`src/hw/rtl/s7e_pkg.sv`:
```
// Shared types, constants and helpers for the seven-byte to 14-bit text encoder.
package s7e_pkg;

   localparam int unsigned GROUP_LEN   = 7;
   localparam int unsigned GROUP_BITS  = 8 * GROUP_LEN;
   localparam int unsigned QUEUE_DEPTH = 2;

   localparam logic [15:0] CODE_OFFSET = 16'h4E00;
   localparam logic [7:0]  MARK_CHAR   = 8'h3D;

   localparam logic [2:0]  FULL_COUNT  = 3'd7;

   // One group handed from the front to the back: bytes left-aligned,
   // zero-padded, with the number of real bytes and the stream-end flag.
   typedef struct packed {
      logic [GROUP_BITS-1:0] data;
      logic [2:0]            count;
      logic                  last;
   } job_type;

   // Number of code bytes sent for a group of the given byte count.
   function automatic logic [3:0] code_len(input logic [2:0] count);
      logic [3:0] len;
      unique case (count)
         3'd1:    len = 4'd2;
         3'd2:    len = 4'd4;
         3'd3:    len = 4'd4;
         3'd4:    len = 4'd6;
         3'd5:    len = 4'd6;
         3'd6:    len = 4'd8;
         3'd7:    len = 4'd8;
         default: len = 4'd0;
      endcase
      return len;
   endfunction

endpackage

```
`src/hw/rtl/s7e_front.sv`:
```
// Front end: gathers input bytes into groups and issues one job per group.
module s7e_front (
   input  logic              clock,
   input  logic              reset,
   input  logic              req_valid,
   output logic              req_ready,
   input  logic [7:0]        req_data_byte,
   input  logic              req_last_byte,
   output logic              job_valid,
   input  logic              job_ready,
   output s7e_pkg::job_type  job
);
   import s7e_pkg::*;

   localparam int unsigned HELD_MAX = GROUP_LEN - 1;

   logic [7:0] lane_ff [HELD_MAX];
   logic [7:0] lane_in [HELD_MAX];
   logic [2:0] count_ff;
   logic [2:0] count_in;
   logic [2:0] next_count;
   logic       flush;
   logic       accept;

   assign next_count = count_ff + 3'd1;
   assign flush      = (next_count == FULL_COUNT) || req_last_byte;
   assign req_ready  = job_ready;
   assign accept     = req_valid && req_ready;
   assign job_valid  = req_valid && flush;

   // Assemble the left-aligned group; lanes above the count are zero.
   always_comb begin
      job.data = '0;
      for (int j = 0; j < HELD_MAX; j++) begin
         job.data[GROUP_BITS-1-8*j -: 8] = (count_ff == 3'(j)) ? req_data_byte : lane_ff[j];
      end
      job.data[7:0] = (count_ff == 3'(HELD_MAX)) ? req_data_byte : 8'h00;
      job.count     = next_count;
      job.last      = req_last_byte;
   end

   always_comb begin
      count_in = count_ff;
      for (int j = 0; j < HELD_MAX; j++) begin
         lane_in[j] = lane_ff[j];
      end
      if (accept) begin
         if (flush) begin
            count_in = 3'd0;
            for (int j = 0; j < HELD_MAX; j++) begin
               lane_in[j] = 8'h00;
            end
         end else begin
            count_in = next_count;
            for (int j = 0; j < HELD_MAX; j++) begin
               if (count_ff == 3'(j)) begin
                  lane_in[j] = req_data_byte;
               end
            end
         end
      end
   end

   always_ff @(posedge clock) begin
      if (reset) begin
         count_ff <= 3'd0;
         for (int j = 0; j < HELD_MAX; j++) begin
            lane_ff[j] <= 8'h00;
         end
      end else begin
         count_ff <= count_in;
         for (int j = 0; j < HELD_MAX; j++) begin
            lane_ff[j] <= lane_in[j];
         end
      end
   end

endmodule

```
`src/hw/rtl/s7e_queue.sv`:
```
// Small job queue between the front end and the back end.
module s7e_queue #(
   parameter int unsigned DEPTH = s7e_pkg::QUEUE_DEPTH
) (
   input  logic              clock,
   input  logic              reset,
   input  logic              in_valid,
   output logic              in_ready,
   input  s7e_pkg::job_type  in_job,
   output logic              out_valid,
   input  logic              out_ready,
   output s7e_pkg::job_type  out_job
);
   import s7e_pkg::*;

   localparam int unsigned PTR_W = (DEPTH > 1) ? $clog2(DEPTH) : 1;
   localparam int unsigned CNT_W = $clog2(DEPTH + 1);
   localparam logic [PTR_W-1:0] PTR_LAST = PTR_W'(DEPTH - 1);
   localparam logic [CNT_W-1:0] CNT_FULL = CNT_W'(DEPTH);

   job_type          entry_ff [DEPTH];
   logic [PTR_W-1:0] wr_ptr_ff;
   logic [PTR_W-1:0] rd_ptr_ff;
   logic [CNT_W-1:0] count_ff;
   logic             push;
   logic             pop;

   assign in_ready  = (count_ff != CNT_FULL);
   assign out_valid = (count_ff != '0);
   assign out_job   = entry_ff[rd_ptr_ff];
   assign push      = in_valid && in_ready;
   assign pop       = out_valid && out_ready;

   always_ff @(posedge clock) begin
      if (push) begin
         entry_ff[wr_ptr_ff] <= in_job;
      end
   end

   always_ff @(posedge clock) begin
      if (reset) begin
         wr_ptr_ff <= '0;
         rd_ptr_ff <= '0;
         count_ff  <= '0;
      end else begin
         if (push) begin
            wr_ptr_ff <= (wr_ptr_ff == PTR_LAST) ? '0 : wr_ptr_ff + PTR_W'(1);
         end
         if (pop) begin
            rd_ptr_ff <= (rd_ptr_ff == PTR_LAST) ? '0 : rd_ptr_ff + PTR_W'(1);
         end
         if (push && !pop) begin
            count_ff <= count_ff + CNT_W'(1);
         end else if (pop && !push) begin
            count_ff <= count_ff - CNT_W'(1);
         end
      end
   end

endmodule

```
`src/hw/rtl/s7e_back.sv`:
```
// Back end: turns one job into code bytes and, for a partial group, the tail marker and the count byte.
module s7e_back (
   input  logic              clock,
   input  logic              reset,
   input  logic              job_valid,
   output logic              job_ready,
   input  s7e_pkg::job_type  job,
   output logic              rsp_valid,
   input  logic              rsp_ready,
   output logic [7:0]        rsp_code_byte,
   output logic              rsp_run_end,
   output logic              rsp_stream_end
);
   import s7e_pkg::*;

   job_type     cur_ff;
   logic        busy_ff;
   logic [3:0]  idx_ff;
   logic [3:0]  n_code;
   logic [3:0]  n_total;
   logic        full_group;
   logic [13:0] value;
   logic [15:0] word;
   logic        transfer;
   logic        done;

   assign full_group = (cur_ff.count == FULL_COUNT);
   assign n_code     = code_len(cur_ff.count);
   assign n_total    = full_group ? n_code : n_code + 4'd2;

   // Pick the 14-bit value for this byte slot and offset it.
   always_comb begin
      unique case (idx_ff[2:1])
         2'd0:    value = cur_ff.data[55:42];
         2'd1:    value = cur_ff.data[41:28];
         2'd2:    value = cur_ff.data[27:14];
         default: value = cur_ff.data[13:0];
      endcase
      word = {2'b00, value} + CODE_OFFSET;
   end

   always_comb begin
      if (idx_ff < n_code) begin
         rsp_code_byte = idx_ff[0] ? word[7:0] : word[15:8];
      end else if (idx_ff == n_code) begin
         rsp_code_byte = MARK_CHAR;
      end else begin
         rsp_code_byte = {5'd0, cur_ff.count};
      end
   end

   assign rsp_valid      = busy_ff;
   assign rsp_run_end    = (idx_ff == n_total - 4'd1);
   assign rsp_stream_end = rsp_run_end && (!full_group || cur_ff.last);
   assign transfer       = rsp_valid && rsp_ready;
   assign done           = transfer && rsp_run_end;
   assign job_ready      = !busy_ff || done;

   always_ff @(posedge clock) begin
      if (job_valid && job_ready) begin
         cur_ff <= job;
      end
   end

   always_ff @(posedge clock) begin
      if (reset) begin
         busy_ff <= 1'b0;
         idx_ff  <= 4'd0;
      end else if (job_ready) begin
         busy_ff <= job_valid;
         idx_ff  <= 4'd0;
      end else if (transfer) begin
         idx_ff  <= idx_ff + 4'd1;
      end
   end

endmodule

```
`src/hw/rtl/seven_byte_to_14bit_text_encoder_top.sv`:
```
// Top level of the seven-byte to 14-bit text encoder.
//
// The encoder takes one raw byte per req_ transfer and returns encoded bytes
// one per rsp_ transfer. Seven input bytes form a group, read big-endian as
// four 14-bit values; each value plus 0x4E00 leaves as two bytes, high byte
// first. A byte flagged req_last_byte closes the stream: a partial group of
// k bytes is zero-padded, its first 2, 4, 4, 6, 6 or 8 code bytes are sent,
// then '=' and the byte k. rsp_run_end marks the last byte caused by one
// input byte, rsp_stream_end the final byte of a stream. Bytes that do not
// close a group cause no output. Timing: the front end takes a byte in every
// cycle while the job queue (QUEUE_DEPTH groups) has room; a group leaves
// the back end at one byte per cycle while rsp_ready is high, with no gap
// between groups, so a full group sends 8 bytes and a tail 4 to 10. The
// sustained input rate is therefore set by the output port. A closing
// byte's group is registered in the job queue and then in the back end
// before its first output byte appears.
module seven_byte_to_14bit_text_encoder_top #(
   parameter int unsigned QUEUE_DEPTH = s7e_pkg::QUEUE_DEPTH
) (
   input  logic       clock,
   input  logic       reset,
   input  logic       req_valid,
   output logic       req_ready,
   input  logic [7:0] req_data_byte,
   input  logic       req_last_byte,
   output logic       rsp_valid,
   input  logic       rsp_ready,
   output logic [7:0] rsp_code_byte,
   output logic       rsp_run_end,
   output logic       rsp_stream_end
);
   import s7e_pkg::*;

   job_type front_job;
   job_type back_job;
   logic    front_valid;
   logic    front_ready;
   logic    back_valid;
   logic    back_ready;

   // Gather bytes; issue a job when a group fills or the stream ends.
   s7e_front u_front (
      .clock         (clock),
      .reset         (reset),
      .req_valid     (req_valid),
      .req_ready     (req_ready),
      .req_data_byte (req_data_byte),
      .req_last_byte (req_last_byte),
      .job_valid     (front_valid),
      .job_ready     (front_ready),
      .job           (front_job)
   );

   // Hold finished groups so the front keeps accepting while output stalls.
   s7e_queue #(
      .DEPTH (QUEUE_DEPTH)
   ) u_queue (
      .clock     (clock),
      .reset     (reset),
      .in_valid  (front_valid),
      .in_ready  (front_ready),
      .in_job    (front_job),
      .out_valid (back_valid),
      .out_ready (back_ready),
      .out_job   (back_job)
   );

   // Advance through the code bytes of one group per job.
   s7e_back u_back (
      .clock          (clock),
      .reset          (reset),
      .job_valid      (back_valid),
      .job_ready      (back_ready),
      .job            (back_job),
      .rsp_valid      (rsp_valid),
      .rsp_ready      (rsp_ready),
      .rsp_code_byte  (rsp_code_byte),
      .rsp_run_end    (rsp_run_end),
      .rsp_stream_end (rsp_stream_end)
   );

endmodule
```
`config.mk`:
```
export PLATFORM = sky130hd
export DESIGN_NAME = seven_byte_to_14bit_text_encoder_top
export DESIGN_NICKNAME = d
export VERILOG_FILES = /design/src/hw/rtl/s7e_pkg.sv /design/src/hw/rtl/s7e_front.sv /design/src/hw/rtl/s7e_queue.sv /design/src/hw/rtl/s7e_back.sv /design/src/hw/rtl/seven_byte_to_14bit_text_encoder_top.sv
export SDC_FILE = /design/constraint.sdc
export NUM_CORES = 1
export LEC_CHECK = 0
export BUFFER_PORTS_ARGS = -buffer_cell sky130_fd_sc_hd__buf_4
export CORE_MARGIN = 1.5
export CORE_UTILIZATION = 28
export CTS_BUF_LIST = sky130_fd_sc_hd__clkbuf_8
export CTS_CLUSTER_DIAMETER = 120
export DETAILED_ROUTE_END_ITERATION = 10
export SETUP_SLACK_MARGIN = 0.15
export SKIP_CTS_REPAIR_TIMING = 1
export SYNTH_ARGS = -nofsm -noshare
export SYNTH_HDL_FRONTEND = slang
export SYNTH_HIERARCHICAL = 1
export SYNTH_SLANG_ARGS = --single-unit
export TNS_END_PERCENT = 30
```
`constraint.sdc`:
```
create_clock -name clock -period 7 [get_ports clock]
set_input_delay 1.4 -clock clock [delete_from_list [all_inputs] [get_ports clock]]
set_output_delay 1.4 -clock clock [all_outputs]
set_load 0.02 [all_outputs]
```
# Yosys cells after proc, flatten, opt, wreduce, memory -nomap -nowiden
# Memories as Yosys holds them, arrays and structs flattened. A register that Yosys moved wholly into a read port is not among the register bits.
# Index checks and enable logic that the tools add are counted.
dict set report word_totals {
  ramBits 168
  regBits 12
  inputBits 13
  mem_count 2
  output_inout_bits 12
}
# name words word_bits rd rd_ports_with_merged_regs wr line
set memory_table {}
lappend memory_table {u_queue.entry_ff 2 60 1 1 1 s7e_queue.sv:21} ;# job_type entry_ff [DEPTH];
lappend memory_table {u_front.lane_ff 6 8 6 0 6 s7e_front.sv:17} ;# logic [7:0] lane_ff [HELD_MAX];
dict set report op_classes {
  reduce_logical 24
  muxes 31
  bitwise 6
  n_eq_ne 19
  add_sub_neg 9
  magnitude_cmp 1
}
# cell n
set op_table {}
lappend op_table {{8-bit 2-to-1 mux} 15}
lappend op_table {{48-bit 2-to-1 mux} 2}
lappend op_table {{14-bit case mux with 3 select lines} 1}
lappend op_table {{3-bit == test (second input constant)} 8}
lappend op_table {{14-bit by 15-bit adder with 16-bit output (second input constant)} 1}
lappend op_table {{4-bit case mux with 4 select lines} 1}
lappend op_table {{3-bit by 2-bit == test with 1-bit output (second input constant)} 4}
lappend op_table {{1-bit logical AND} 9}
lappend op_table {{4-bit == test} 2}
lappend op_table {{2-bit OR reduction} 4}
lappend op_table {{1-bit 2-to-1 mux} 7}
lappend op_table {{3-bit by 1-bit == test with 1-bit output (second input constant)} 2}
lappend op_table {{6-bit 2-to-1 mux} 1}
lappend op_table {{1-bit bitwise OR} 6}
lappend op_table {{4-bit by 1-bit adder with 4-bit output (second input constant)} 1}
lappend op_table {{4-bit by 2-bit adder with 4-bit output (second input constant)} 1}
lappend op_table {{1-bit logical NOT} 4}
lappend op_table {{4-bit less-than comparator} 1}
lappend op_table {{2-bit 2-to-1 mux} 2}
lappend op_table {{4-bit 2-to-1 mux} 1}
lappend op_table {{2-bit nonzero test} 2}
lappend op_table {{4-bit by 1-bit subtractor with 4-bit output (second input constant)} 1}
lappend op_table {{3-bit by 1-bit adder with 3-bit output (second input constant)} 1}
lappend op_table {{3-bit logical NOT} 1}
lappend op_table {{9 further kinds} 12}

# Depth between registers and ports, before layout
dict set report logic_depth {
  depth_word 13
  depth_mapped 16
  ltp_nobuf 16
}

# Cells and area by module
# Netlist, hierarchy kept.
# mod n_inst area_per_inst_um2 cells_per_inst
set modules_own_cells {}
lappend modules_own_cells {s7e_queue 1 4536.9 211}
lappend modules_own_cells {s7e_back 1 2941.6 183}
lappend modules_own_cells {s7e_front 1 2628.8 211}

# Least setup slack after synthesis
# Ideal clock, no wire load.
dict set report synth_timing {
  kind {register to register}
  from {register u_back/cur_ff[2] (netlist name)}
  to {register u_back/cur_ff[0] (netlist name)}
  t_required_ns 6.506
  setup_time_ns 0.494
  stages_incl_launch_ff 12
  t_arrival_ns 4.030
  slack_ns 2.476
  path_cell_list {edfxtp_1 > inv_1 > ha_1 > nand4_1 > o31ai_4 > nor2_1 > ha_1 > xnor2_1 > xnor2_1 > xnor2_1 > nor4b_4 > o2bb2ai_1}
}
dict set report synth_between {
  elab_chain_cells 10
  word_cells_on_any_way 18
  cone_classes {2 x add/sub; 8 x eq/ne; 2 x mux; 6 x reduce/logical}
}
# element line
set synth_lines {}
lappend synth_lines {{3-bit == test (tied with other cells)} s7e_pkg.sv:24} ;# unique case (count)
lappend synth_lines {{2-bit OR reduction (no source line)} n/a}
lappend synth_lines {{4-bit case mux with 4 select lines} s7e_pkg.sv:24}
lappend synth_lines {{4-bit by 2-bit adder with 4-bit output} s7e_back.sv:29} ;# assign n_total = full_group ? n_code : n_code + 4'd2;
lappend synth_lines {{4-bit 2-to-1 mux (*)} s7e_back.sv:29}
lappend synth_lines {{4-bit by 1-bit subtractor with 4-bit output (*)} s7e_back.sv:53} ;# assign rsp_run_end = (idx_ff == n_total - 4'd1);
lappend synth_lines {{4-bit == test (*)} s7e_back.sv:53}
lappend synth_lines {{named net rsp_run_end} seven_byte_to_14bit_text_encoder_top.sv:29} ;# output logic rsp_run_end,
lappend synth_lines {{1-bit logical AND (*)} s7e_back.sv:56} ;# assign done = transfer && rsp_run_end;
lappend synth_lines {{1-bit logical OR (*)} s7e_back.sv:57} ;# assign job_ready = !busy_ff || done;
lappend synth_lines {{1-bit logical AND (*)} s7e_back.sv:60} ;# if (job_valid && job_ready) begin
# Mark *: on every way through the listed nets, which the timed path passes. The rest lies on a longest branch.
# A chain may end at the register's enable or synchronous reset.

# Final worst setup path
dict set report layout_timing {
  from {register u_back/cur_ff[2] (netlist name)}
  to {output rsp_stream_end}
}
dict set report layout_between {
  elab_chain_cells 8
  word_cells_on_any_way 18
  cone_classes {2 x add/sub; 8 x eq/ne; 2 x mux; 6 x reduce/logical}
}
# element line
set layout_lines {}
lappend layout_lines {{3-bit == test (tied with other cells)} s7e_pkg.sv:24}
lappend layout_lines {{2-bit OR reduction (no source line)} n/a}
lappend layout_lines {{4-bit case mux with 4 select lines} s7e_pkg.sv:24}
lappend layout_lines {{4-bit by 2-bit adder with 4-bit output} s7e_back.sv:29}
lappend layout_lines {{4-bit 2-to-1 mux} s7e_back.sv:29}
lappend layout_lines {{4-bit by 1-bit subtractor with 4-bit output} s7e_back.sv:53}
lappend layout_lines {{4-bit == test} s7e_back.sv:53}
lappend layout_lines {{1-bit logical AND (*)} s7e_back.sv:54} ;# assign rsp_stream_end = rsp_run_end && (!full_group || cur_ff.last);
lappend layout_lines {{to (decl)} seven_byte_to_14bit_text_encoder_top.sv:30} ;# output logic rsp_stream_end
# Mark *: on every way between the ends. The rest lies on a longest branch, timed or not.

==> impl_metrics.yaml <==
outcome:
  status: "finished clean"
logic_synthesis:
  synth-edff-count: 180
  synth_top_area_share: 0.5348
  ys_ff_latch: 241
  synth_cell_type_count: 55
  netlist_instances: 605
  syn_nets: 634
  synthTopCellsByArea: "edfxtp_1, dfxtp_1, mux2_2"
  synthArstFlopShare: 0
  ys_warn_count: 6
  yosysSeqAreaShare: 0.6556
  avgSynthCellArea_um2: 16.71
  netlist_area_um2: 10110
  synthFlopType: "edfxtp_1"
  yosysTopAreaCell: "edfxtp_1"
power_and_ir_drop:
  pwr-share-clk: 0.298
  switchingPower_uw: 1169
  internal_power_uw: 2824
  leakage_uw: 0.004069
  power_density_nw_per_um2: 345.9
  swShare: 0.2929
  pwr-share-seq: 0.474
  p_comb_frac: 0.229
  ir_drop_mv: 0.3846
layout:
  num-fill-cells: 3469
  layout-drive-gt1-share: 0.3501
  area_growth_pct: 14.24
  seqCellArea_um2: 6628
  layout.cells.non_filler: 1138
  nets: 674
  antenna_cells: 0
  mostFrequentLayoutCell: "edfxtp_1"
  final_cell_mix: "edfxtp_1, mux2_2, dfxtp_1"
  multi_input_area_um2: 3262
cts:
  cts_sinks: 241
  clockBufferDepth: 3
  cts_root_buf: "clkbuf_8"
  numCtsBuffers: 40
  path_clk_slew_ns: 0.06
  cts.htree.levels: 2
  cts_tree: "yes"
  clk_latency_ns: 0.53
drt:
  drt_iter0_markers: 399
  via_per_inst: 4.641
  remaining_drc_errors: 0
  vias: 5281
  avgRoutedWirePerCell_um: 18.44
  first_pass_iters: 4
  ant_nets: 0
  routed_wl_um: 20980
setup_path:
  cp_common_cell: "xnor2_1"
  crit_path_max_fanout: 8
  cp.arrival_ns: 3.45
  startpoint_type: "flip-flop"
  worstPathRequired_ns: 5.60
  crit_type: "reg2out"
  cp_cell_sequence: "inv_1 -> ha_1 -> nand4_1 -> o31ai_4 -> nor2_1 -> ha_1 -> xnor2_1 -> xnor2_1 -> xnor2_1 -> nor4b_4 -> o21a_1 -> buf_4"
  cp_slowest_cell: "nor4b_4"
  worstSetupEndpointType: "output pin"
  slowest_delay_ns: 0.54
sta:
  fmax_mhz: 206.1
  hold_viol: 0
  tns_ns: 0
  worst_slack_ns: 2.149
  setup_viol_count_final: 0
  min_period_ns: 4.851
  rsz0062_at_grt: "no"
  finClkSkew_ns: 0.02881
  period_share: 0.6931
  worstMarginPinSlew_ns: 1.170
  slew_headroom: 0.2181
  timing.final.max_slew_violations: 0
floorplan:
  rows: 69
  fp.dieArea_um2: 37250
  ioPinCount: 25
  die_w_um: 193.0
  placeableCoreArea_um2: 35570
  die_y_um: 193.0
  start_util: 0.2842
global_route:
  grt_pass1_wl_um: 32250
  grt_max_degree: 61
  grt_usage: 0.1165
  grt_pass1_vias: 5493
  antenna_found_initial: 0
  globalRoute.totalOverflow: 0
placed_design:
  place.gp.congestion: 0.8173
  hpwl_um: 12490
  io_buffers: 24
  dp_slack_ns: 2.678
  numPlacedInstances: 1064
flow_run:
  max_cap_viol_count: 0
min_path:
  worst_hold_path_type: "reg2reg"
registers in the layout (all words and copies together), names as in the netlist, named ones only:
register / cells
u_front/count_ff: 3
u_back/rsp_valid: 1
u_queue/entry_ff: 120
u_queue/wr_ptr_ff: 1
u_queue/rd_ptr_ff: 1
u_queue/count_ff: 2
u_front/lane_ff: 48
u_back/idx_ff: 4
u_back/cur_ff: 60
power by group through the flow:
stage          Combinational [µW]  Sequential [µW]  Clock (µW)
2_1_floorplan                 652             1910           0
3_3_place_gp                  914             1910           0
3_5_place_dp                  928             1920           0
4_1_cts                       932             1890        1220
5_1_grt                      1000             1910        1290
6_report                      913             1890        1190
final cells by class:
type,count,area share
tap,461,0.04996
inverter,13,0.004226
sequential,241,0.5740
clock buffer,47,0.05602
clock inverter,27,0.01181
multi-input combinational,316,0.2825
timing repair buffer,33,0.02146
synthesized netlist by cell type, types with 5 or more instances:
master,n
nor3_1,5
a21oi_1,13
nor2_1,10
nor4b_4,6
edfxtp_1,180
xnor2_1,7
xor2_1,5
nor2b_1,7
o41ai_4,5
buf_2,14
and3_2,8
mux2_2,108
nand2_1,9
o21ai_0,11
mux4_2,10
inv_1,13
dfxtp_1,61
ha_1,16
clkbuf_1,14
a22o_1,49
per-stage QoR:
step | hold WS [ns] | util | instance area, µm² | total power (µW)
floorplan | 0.4450 | - | 10110 | 2559
global placement | 0.4569 | 0.3026 | 10760 | 2829
detailed placement | 0.4609 | 0.3026 | 10760 | 2852
CTS | 0.4769 | 0.3246 | 11550 | 4051
global route | 0.4909 | 0.3246 | 11550 | 4206
finish | 0.4739 | 0.3246 | 11550 | 3993
per-layer routing:
layer,GRT usage,vias to the layer above,routed length [µm]
met5,0,-,0
met4,0.03698,0,393
met3,0.02480,34,1068
met2,0.1984,119,10230
met1,0.1478,2672,9289
li1,-,2456,-
cell families (layout without fill, tap and decap cells):
group | count (synthesis) | in the layout | share of synthesized area
xor+xnor | 12 | 12 | 0.01040
compound gates | 94 | 94 | 0.08195
fa+ha+maj | 16 | 16 | 0.01981
mux | 125 | 125 | 0.1560
flops | 241 | 241 | 0.6556
simple gates | 69 | 69 | 0.05261
buf+inv | 48 | 120 | 0.02364
critical path: cells and delay by family (launching register included):
kind | cells | cell delay [ns]
xor+xnor | 3 | 0.45
flops | 1 | 0.45
compound gates | 2 | 0.32
simple gates | 3 | 0.82
buf+inv | 2 | 0.36
fa+ha+maj | 2 | 0.54
path summary, 6_finish.rpt:
kind	from	to	slack, ns	cells after the start
worst max register to register	u_back/cur_ff[2]$_DFFE_PP_	u_queue/count_ff[1]$_SDFFE_PP0P_	3.13	15
worst min-delay path	u_front/lane_ff[3][0]$_SDFFE_PP0P_	u_front/lane_ff[3][0]$_SDFFE_PP0P_	0.47	1
worst max-delay path	u_back/cur_ff[2]$_DFFE_PP_	rsp_stream_end	2.15	12
worst min register to register	u_front/lane_ff[3][0]$_SDFFE_PP0P_	u_front/lane_ff[3][0]$_SDFFE_PP0P_	0.47	1
No activity file was read; power rests on OpenSTA's default activity.
